[src/hdl/hgs_pkg.sv]
// ----------------------------------------------------------------------------
// hgs_pkg
// Shared types and constants for the heightfield gradient and slope block.
// ----------------------------------------------------------------------------
`default_nettype none

package hgs_pkg;

  // Largest row length held in the row stores
  localparam int HGS_MAX_WIDTH = 2048;

  // Configuration port address width (three 32-bit registers)
  localparam int HGS_PADDR_W = 4;

  // Register indexes
  localparam logic [1:0] REG_GRID_WIDTH  = 2'd0;
  localparam logic [1:0] REG_GRID_DEPTH  = 2'd1;
  localparam logic [1:0] REG_INV_SPACING = 2'd2;

  // Reset values of the registers
  localparam logic [11:0] GRID_WIDTH_RST  = 12'd256;
  localparam logic [15:0] GRID_DEPTH_RST  = 16'd256;
  localparam logic [23:0] INV_SPACING_RST = 24'd65536;

  // Input command codes
  localparam logic CMD_PUSH  = 1'b0;
  localparam logic CMD_FLUSH = 1'b1;

  typedef struct packed {
    logic               cmd;
    logic signed [31:0] height;
  } hgs_in_t;

  typedef struct packed {
    logic signed [31:0] gradient_x;
    logic signed [31:0] gradient_z;
    logic [30:0]        slope;
    logic [10:0]        column;
    logic [15:0]        row;
    logic               last_of_grid;
  } hgs_out_t;

  typedef enum logic [3:0] {
    ST_IDLE,
    ST_RD0,
    ST_RD1,
    ST_WR,
    ST_DIFF,
    ST_MUL,
    ST_RND,
    ST_SQR,
    ST_SUM,
    ST_SQRT,
    ST_DONE,
    ST_OUT
  } hgs_state_t;

  // Controller to datapath commands
  typedef struct packed {
    logic accept;
    logic rd1;
    logic wr;
    logic diff;
    logic mul;
    logic rnd;
    logic sqr;
    logic sum;
    logic step;
    logic done;
  } hgs_cmd_t;

  // Datapath to controller status
  typedef struct packed {
    logic drop;
    logic emit;
    logic sqrt_last;
  } hgs_sts_t;

endpackage

`default_nettype wire

[src/hdl/hgs_ctrl.sv]
// ----------------------------------------------------------------------------
// hgs_ctrl
// Sequencer: steps one transaction through store access, scaling and root.
// ----------------------------------------------------------------------------
`default_nettype none

module hgs_ctrl (
  input  wire logic              clk,
  input  wire logic              rst_n,
  input  wire logic              in_valid,
  output logic                   in_stall,
  output logic                   out_valid,
  input  wire logic              out_stall,
  input  wire hgs_pkg::hgs_sts_t sts,
  output hgs_pkg::hgs_cmd_t      cmd
);
  import hgs_pkg::*;

  hgs_state_t state_r, state_nxt;

  // State register
  always_ff @(posedge clk) begin
    if (!rst_n) begin
      state_r <= ST_IDLE;
    end else begin
      state_r <= state_nxt;
    end
  end

  // Next state
  always_comb begin
    state_nxt = state_r;
    case (state_r)
      ST_IDLE: if (in_valid) state_nxt = ST_RD0;
      ST_RD0:  state_nxt = sts.drop ? ST_IDLE : ST_RD1;
      ST_RD1:  state_nxt = ST_WR;
      ST_WR:   state_nxt = sts.emit ? ST_DIFF : ST_IDLE;
      ST_DIFF: state_nxt = ST_MUL;
      ST_MUL:  state_nxt = ST_RND;
      ST_RND:  state_nxt = ST_SQR;
      ST_SQR:  state_nxt = ST_SUM;
      ST_SUM:  state_nxt = ST_SQRT;
      ST_SQRT: if (sts.sqrt_last) state_nxt = ST_DONE;
      ST_DONE: state_nxt = ST_OUT;
      ST_OUT:  if (!out_stall) state_nxt = ST_IDLE;
      default: state_nxt = ST_IDLE;
    endcase
  end

  // Outputs
  always_comb begin
    cmd       = '0;
    in_stall  = 1'b1;
    out_valid = 1'b0;
    case (state_r)
      ST_IDLE: begin
        in_stall   = 1'b0;
        cmd.accept = in_valid;
      end
      ST_RD1:  cmd.rd1  = 1'b1;
      ST_WR:   cmd.wr   = 1'b1;
      ST_DIFF: cmd.diff = 1'b1;
      ST_MUL:  cmd.mul  = 1'b1;
      ST_RND:  cmd.rnd  = 1'b1;
      ST_SQR:  cmd.sqr  = 1'b1;
      ST_SUM:  cmd.sum  = 1'b1;
      ST_SQRT: cmd.step = 1'b1;
      ST_DONE: cmd.done = 1'b1;
      ST_OUT:  out_valid = 1'b1;
      default: cmd = '0;
    endcase
  end

endmodule

`default_nettype wire

[config.mk]
export PLATFORM = sky130hd
export DESIGN_NAME = hgs_ctrl
export DESIGN_NICKNAME = d
export VERILOG_FILES = /design/src/hdl/hgs_pkg.sv /design/src/hdl/hgs_ctrl.sv
export SDC_FILE = /design/constraint.sdc
export NUM_CORES = 1
export LEC_CHECK = 0
export ABC_AREA = 0
export BUFFER_PORTS_ARGS = -buffer_cell sky130_fd_sc_hd__buf_2
export CORE_AREA = 2 2 39 41
export DETAILED_ROUTE_END_ITERATION = 16
export DIE_AREA = 0 0 41 43
export PLACE_DENSITY = 0.58
export REMOVE_ABC_BUFFERS = 1
export SLEW_MARGIN = 5
export SYNTH_ARGS = -nofsm -noshare
export SYNTH_HDL_FRONTEND = slang
export SYNTH_SLANG_ARGS = --single-unit
[constraint.sdc]
create_clock -name clk -period 1.2 [get_ports clk]
set_input_delay 0.24 -clock clk [delete_from_list [all_inputs] [get_ports clk]]
set_output_delay 0.24 -clock clk [all_outputs]
set_load 0.01 [all_outputs]
== Yosys cells after proc, flatten, opt, wreduce, memory -nomap -nowiden ==
Index checks and enable logic that the tools add are counted.
Storage, ports and cells
  output and inout bits: 12
  bits of input ports: 7
  register bits: 4
  word-level logic and storage cells: 35
Operators by class
  reductions and logical operators: 2
  multiplexer cells: 18
  eq/ne operators: 14
Operators by type and width (number)
  one-hot mux 4 bit (12 select lines): 1
  == test 4 x 3 -> 1 bit (second input constant): 4
  == test 4 bit (second input constant): 4
  two-way mux 1 bit: 12
  two-way mux 4 bit: 3
  == test 4 x 2 -> 1 bit (second input constant): 2
  != test 2 bit (second input constant): 3
  == test 4 x 1 -> 1 bit (second input constant): 1
  zero test 4 bit: 1
  two-way mux 3 bit: 1
  AND reduction 3 bit: 1
  two-way mux 2 bit: 1

== Logic depth before layout (Yosys ltp) ==
Gate-level depths: netlist of run 1.
  depth in word-level cells: 3
  depth in mapped cells: 4
  mapped depth without buffers: 3

== Worst setup path before layout of run 1 ==
Ideal clock, no wire load.
  path type: flip-flop to output port
  from: register state_r[3]
  to: output cmd[9] (netlist bit)
  data required time: 0.960 ns
  data arrival time: 0.880 ns
  path buffers: 1
  cell stages (with the launch flop): 5
  path slack: 0.080 ns
  cell sequence: dfxtp_1 -> buf_6 -> nor2_1 -> nand2_1 -> nor2_1
RTL lines
  start, declared: line hgs_ctrl.sv:19  | hgs_state_t state_r, state_nxt;
  start signal, assigned: line hgs_ctrl.sv:26  | state_r <= state_nxt;
  end, declared: line hgs_ctrl.sv:15  | output hgs_pkg::hgs_cmd_t cmd

==> impl_metrics.toml, run 1 <==
[outcome]
status = "finished with violations"
violations = "negative setup slack"

[worst_hold_path]
min_from = "rst_n"
hp-class = "in2reg"

[setup_path]
worstSetupEndpoint = "cmd[9]"
cp-startpoint = "state_r[0]"
worstSetupPathType = "reg2out"
reg2reg_setup_slack_ns = -0.04
worst-endpoint-required_ns = 0.96
crit_arrival_ns = 1.07
r2r_cells = 6
r2r-start = "state_r[0]"
rr_endpoint = "state_r[3]"
cp-end-kind = "output pin"
cp-start-kind = "flop"
cp_max_fo = 5

[job]
maxCapViolCount = 0

[logic_synthesis]
synth_cell_types = 20
ys.flop_type = "dfxtp_1"
avgSynthCellArea_sq_um = 7.09
synth_edf_count = 0
yosysMostFrequentCell = "nor2_1"
yosys.area.top_type = "dfxtp_1"
ys.warnings.count = 0
synth_area_leaders = "dfxtp_1 25%, nor2_1 13%, nor3_1 7.8%, nand2_1 5.9%, nand2b_1 5.9%"
synth_common_cells = "11 x nor2_1, 5 x nand2_1, 5 x nor3_1"
syn_area_sq_um = 319
synthArstFlopShare_pct = 0
yosysSeqAreaShare_pct = 25.1
synth_seq_cells = 4
syn_inst = 45
synth_top_area_share_pct = 25.1

[layout]
regArea_sq_um = 95.1
area_delta_synth_final_pct = 95.3
nNetsFinal = 84
top_regs = "state_r x4"
regMostFlops = "state_r"
drive_above_1_share_pct = 69.3
multi_input_area_sq_um = 277
antenna_cells = 0
largest_reg_flops = 4
fillers = 144

[cts]
path_clk_slew_ns = 0.03
cts_hold_buf = 0
clockBufferDepth = 2
cts_root_buf = "clkbuf_4"
clkSinkCount = 4
ctsHtreeMaxLevel = 1
tritoncts = "done"
numCtsBuffers = 3
clk_latency_ns = 0.24

[timing]
finalCritPeriodShare_pct = 109
setup_viol = 13
max_freq_mhz = 762
rsz0062_at_grt = "yes"
drv_slew = 0
finClkSkew_ns = 0.00276
period_needed_ns = 1.31
tightestPinTransition_ns = 0.221
relSlewSlack_pct = 85.2
timing.final.ws_setup_ns = -0.112
hold_viol = 0

[power]
pwr-share-seq_pct = 33.4
p_leak_nw = 0.314
internal_power_mw = 0.325
power.share.clock_pct = 36.6
p_per_area_nw_per_um2 = 728
ir_worst_vdd_mv = 0.407
total_power_mw = 0.453
p_switching_mw = 0.128
power_frac_comb_pct = 30.0
switching_share_pct = 28.3

[global_route]
grt_pass1_wl_um = 1520
overflow = 0
track_usage_pct = 13.4
grt_max_degree = 9
grt_pass1_vias = 387
antenna_found_initial = 0

[drt]
avgRoutedWirePerCell_um = 12.0
ant_nets = 0
drc = 0
dr.pass1.iters = 4
viasPerCell = 4.76
num_vias = 433
drtIter0Drc = 7
wirelength_um = 1090

[die]
ios = 19
rows = 14
initial_core_util_pct = 23.1
die_width_um = 41
die_h_um = 43
die_area_sq_um = 1760
coreArea_sq_um = 1380

[placed_design]
pre_cts_ws_ns = 0.0177
numPortBuffers = 18
hpwl_um = 714
place_congestion = 0.773
-- worst min path at each step --
stage                       endpoint  cells after the start  slack [ns]
after floorplan           state_r[0]                      2        0.37
after global placement    state_r[0]                      3        0.53
after detailed placement  state_r[0]                      3        0.53
after CTS                 state_r[0]                      3        0.27
after global routing      state_r[0]                      3        0.30
final                     state_r[0]                      3        0.28
-- final cells by class --
cell class / count / area share, %
Sequential cell: 4 / 15.3
Tap cell: 16 / 3.21
Inverter: 1 / 0.602
Clock buffer: 3 / 3.61
Multi-Input combinational cell: 37 / 44.4
Timing Repair Buffer: 30 / 32.9
-- routing by layer --
metal,share of wire [%],track usage [%],vias to the layer above
li1,-,-,215
met1,39,13.2,205
met2,54,22.2,9
met3,4.9,4.71,4
met4,2.4,8.00,0
met5,0,0,-
-- cells in the final DEF, fill, tap and decap left out, drive strengths merged --
cell and n:
nor2 11, o21ba 1, and4b 1, and2 1
a41o 1, nand2 5, inv 1, nand2b 4
o221a 1, buf 30, a221oi 1, dfxtp 4
nand3 1, clkbuf 3, nor2b 1, a21oi 1
o21ai 2, nor3 5, nor3b 1
-- critical path, stage by stage, from the launching register on --
cell and delay [ns]:
dfxtp_4 0.35, buf_6 0.13, nor2_4 0.09, nand2_2 0.06
nor2_1 0.07, buf_2 0.13
-- power by group through the flow --
stage                     Clock [mW]  Combinational (mW)  Sequential (mW)
after global placement             0              0.0845            0.154
after floorplan                    0              0.0401            0.152
after detailed placement           0              0.0852            0.153
after global routing           0.183               0.147            0.153
after CTS                      0.175               0.108            0.149
final                          0.166               0.136            0.152
-- kinds of logic (layout without fill, tap and decap cells) --
kind of cell / count (synthesis) / in the layout / synth area share (%)
and+or+nand+nor: 30 / 30 / 48.2
buffers and inverters: 4 / 34 / 9.41
DFF: 4 / 4 / 25.1
AOI/OAI and AO/OA: 7 / 7 / 17.3
-- stage by stage --
stage | hold slack [ns] | setup TNS, ns | area (sq um) | utilization (%) | instances
final | 0.277 | -0.771 | 623 | 45.0 | 91
after global routing | 0.296 | -1.46 | 623 | 45.0 | 91
after CTS | 0.272 | -1.01 | 531 | 38.3 | 88
after detailed placement | 0.530 | 0 | 440 | 31.8 | 81
after global placement | 0.528 | 0 | 440 | 31.8 | 81
after floorplan | 0.365 | 0 | 293 | - | 42
-- timing repair --
item | in CTS | in global routing
hold endpoints to repair | 0 | 0
endpoints found under the setup margin | 12 | 12
resized for setup | 13 | 17
cloned | 0 | 0
setup buffers | 4 | 3
pin swaps | 2 | 4
(Power assumes the default switching activity.)
==> run 2, diff against run 1 <==
- CTS_BUF_LIST: not set -> sky130_fd_sc_hd__clkbuf_2
==> impl_metrics.toml, run 2 (synthesized netlist as in run 1, its figures left out) <==
[job]
maxCapViolCount = 0

[cts]
numCtsBuffers = 3
cts_hold_buf = 0
ctsHtreeMaxLevel = 1
path_clk_slew_ns = 0.04
clkSinkCount = 4
cts_root_buf = "clkbuf_2"
clk_latency_ns = 0.21
tritoncts = "done"
clockBufferDepth = 2

[die]
rows = 14
initial_core_util_pct = 23.1
die_h_um = 43
ios = 19
coreArea_sq_um = 1380
die_area_sq_um = 1760
die_width_um = 41

[timing]
finClkSkew_ns = 0.00427
finalHoldWorstSlack_ns = 0.306
timing.final.ws_setup_ns = -0.0811
drv_slew = 0
relSlewSlack_pct = 85.1
finalCritPeriodShare_pct = 107
tightestPinTransition_ns = 0.223
rsz0062_at_grt = "yes"
fin_tns_setup_ns = -0.456
period_needed_ns = 1.28
setup_viol = 13
max_freq_mhz = 781
hold_viol = 0

[setup_path]
cp_max_fo = 5
slowest_stage = "dfxtp_4"
crit_arrival_ns = 1.04
cp_cell_sequence = "buf_6, nor2_4, nand2_2, nor2_1, buf_2"
crit_path_max_incr_delay_ns = 0.36
worstSetupPathType = "reg2out"
cp-start-kind = "flop"
cp-end-kind = "output pin"
worst-endpoint-required_ns = 0.96
r2r_cells = 6

[power]
power_frac_comb_pct = 33.4
pwr-share-seq_pct = 37.1
power.share.clock_pct = 29.6
switching_share_pct = 31.1
internal_power_mw = 0.281
p_switching_mw = 0.127
p_leak_nw = 0.308
p_per_area_nw_per_um2 = 668
ir_worst_vdd_mv = 0.325

[layout]
final_cell_mix = "17 x buf_2, 8 x nor2_1, 7 x buf_4"
fillers = 144
top_regs = "state_r x4"
drive_above_1_share_pct = 66.7
nNetsFinal = 84
antenna_cells = 0
largest_reg_flops = 4
area_delta_synth_final_pct = 91.4
regMostFlops = "state_r"
fin_cells = 91
layout_commonest_cell = "buf_2"

[global_route]
antenna_found_initial = 0
grt_pass1_wl_um = 1520
track_usage_pct = 13.4
overflow = 0
grt_pass1_vias = 387
grt_max_degree = 9

[drt]
viasPerCell = 4.67
num_vias = 425
wirelength_um = 1080
drc = 0
avgRoutedWirePerCell_um = 11.8
drtIter0Drc = 7
ant_nets = 0
dr.pass1.iters = 3

[outcome]
status = "finished with violations"
violations = "negative setup slack"

[worst_hold_path]
hp-class = "in2reg"
hold_depth = 3

[placed_design]
dp_cells = 81
place_congestion = 0.773
hpwl_um = 714
pre_cts_ws_ns = 0.0177
numPortBuffers = 18
## run 2: cell count changes in the layout (fill, tap and decap cells not counted)
cell and change:
clkbuf_4 -3, nor2_2 -2, nor2_1 +2, clkbuf_2 +3
## run 2: layer usage
metal  part of all wire (%)  track usage (%)
met1                     39             13.2
met4                    2.4             8.00
met3                    4.7             4.71
met5                      0                0
met2                     54             22.2
## run 2: worst paths after layout
| kind | slack, ns | startpoint | end |
|---|---|---|---|
| max | -0.08 | state_r[0] | cmd[9] |
| min | 0.31 | rst_n | state_r[0] |
| max reg2reg | -0.04 | state_r[0] | state_r[3] |
| min reg2reg | 0.59 | state_r[0] | state_r[0] |
## run 2: critical path: cells and delay by family, from the launching register on
kind	cells	cell delay, ns
flops	1	0.36
simple gates	3	0.22
buf+inv	2	0.26
## run 2: layout make-up
cell class              instances  area [sq um]  share of cell area [%]
well taps                      16          20.0                    3.28
flip-flops and latches          4          95.1                    15.6
multi-input cells              37           272                    44.5
clock buffers                   3          15.0                    2.46
inverters                       1          3.75                   0.615
repair buffers                 30           205                    33.6
## run 2: power by group through the flow
stage	Combinational [mW]	Clock (mW)	Sequential (mW)
final	0.136	0.121	0.151
after global routing	0.148	0.141	0.152
after CTS	0.108	0.129	0.149
after detailed placement	0.0852	0	0.153
after global placement	0.0845	0	0.154
after floorplan	0.0401	0	0.152
## run 2: timing repair
action,4_1_cts,5_1_grt
cloned,0,0
pin swaps,2,5
setup buffers,4,3
endpoints found under the setup margin,12,12
gates resized for setup,13,15
## run 2: through the flow
| stage | cell area, sq um | total power [mW] | util (%) |
|---|---|---|---|
| after global placement | 440 | 0.238 | 31.8 |
| after floorplan | 293 | 0.192 | - |
| after global routing | 611 | 0.440 | 44.1 |
| final | 611 | 0.408 | 44.1 |
| after CTS | 523 | 0.386 | 37.8 |
| after detailed placement | 440 | 0.239 | 31.8 |
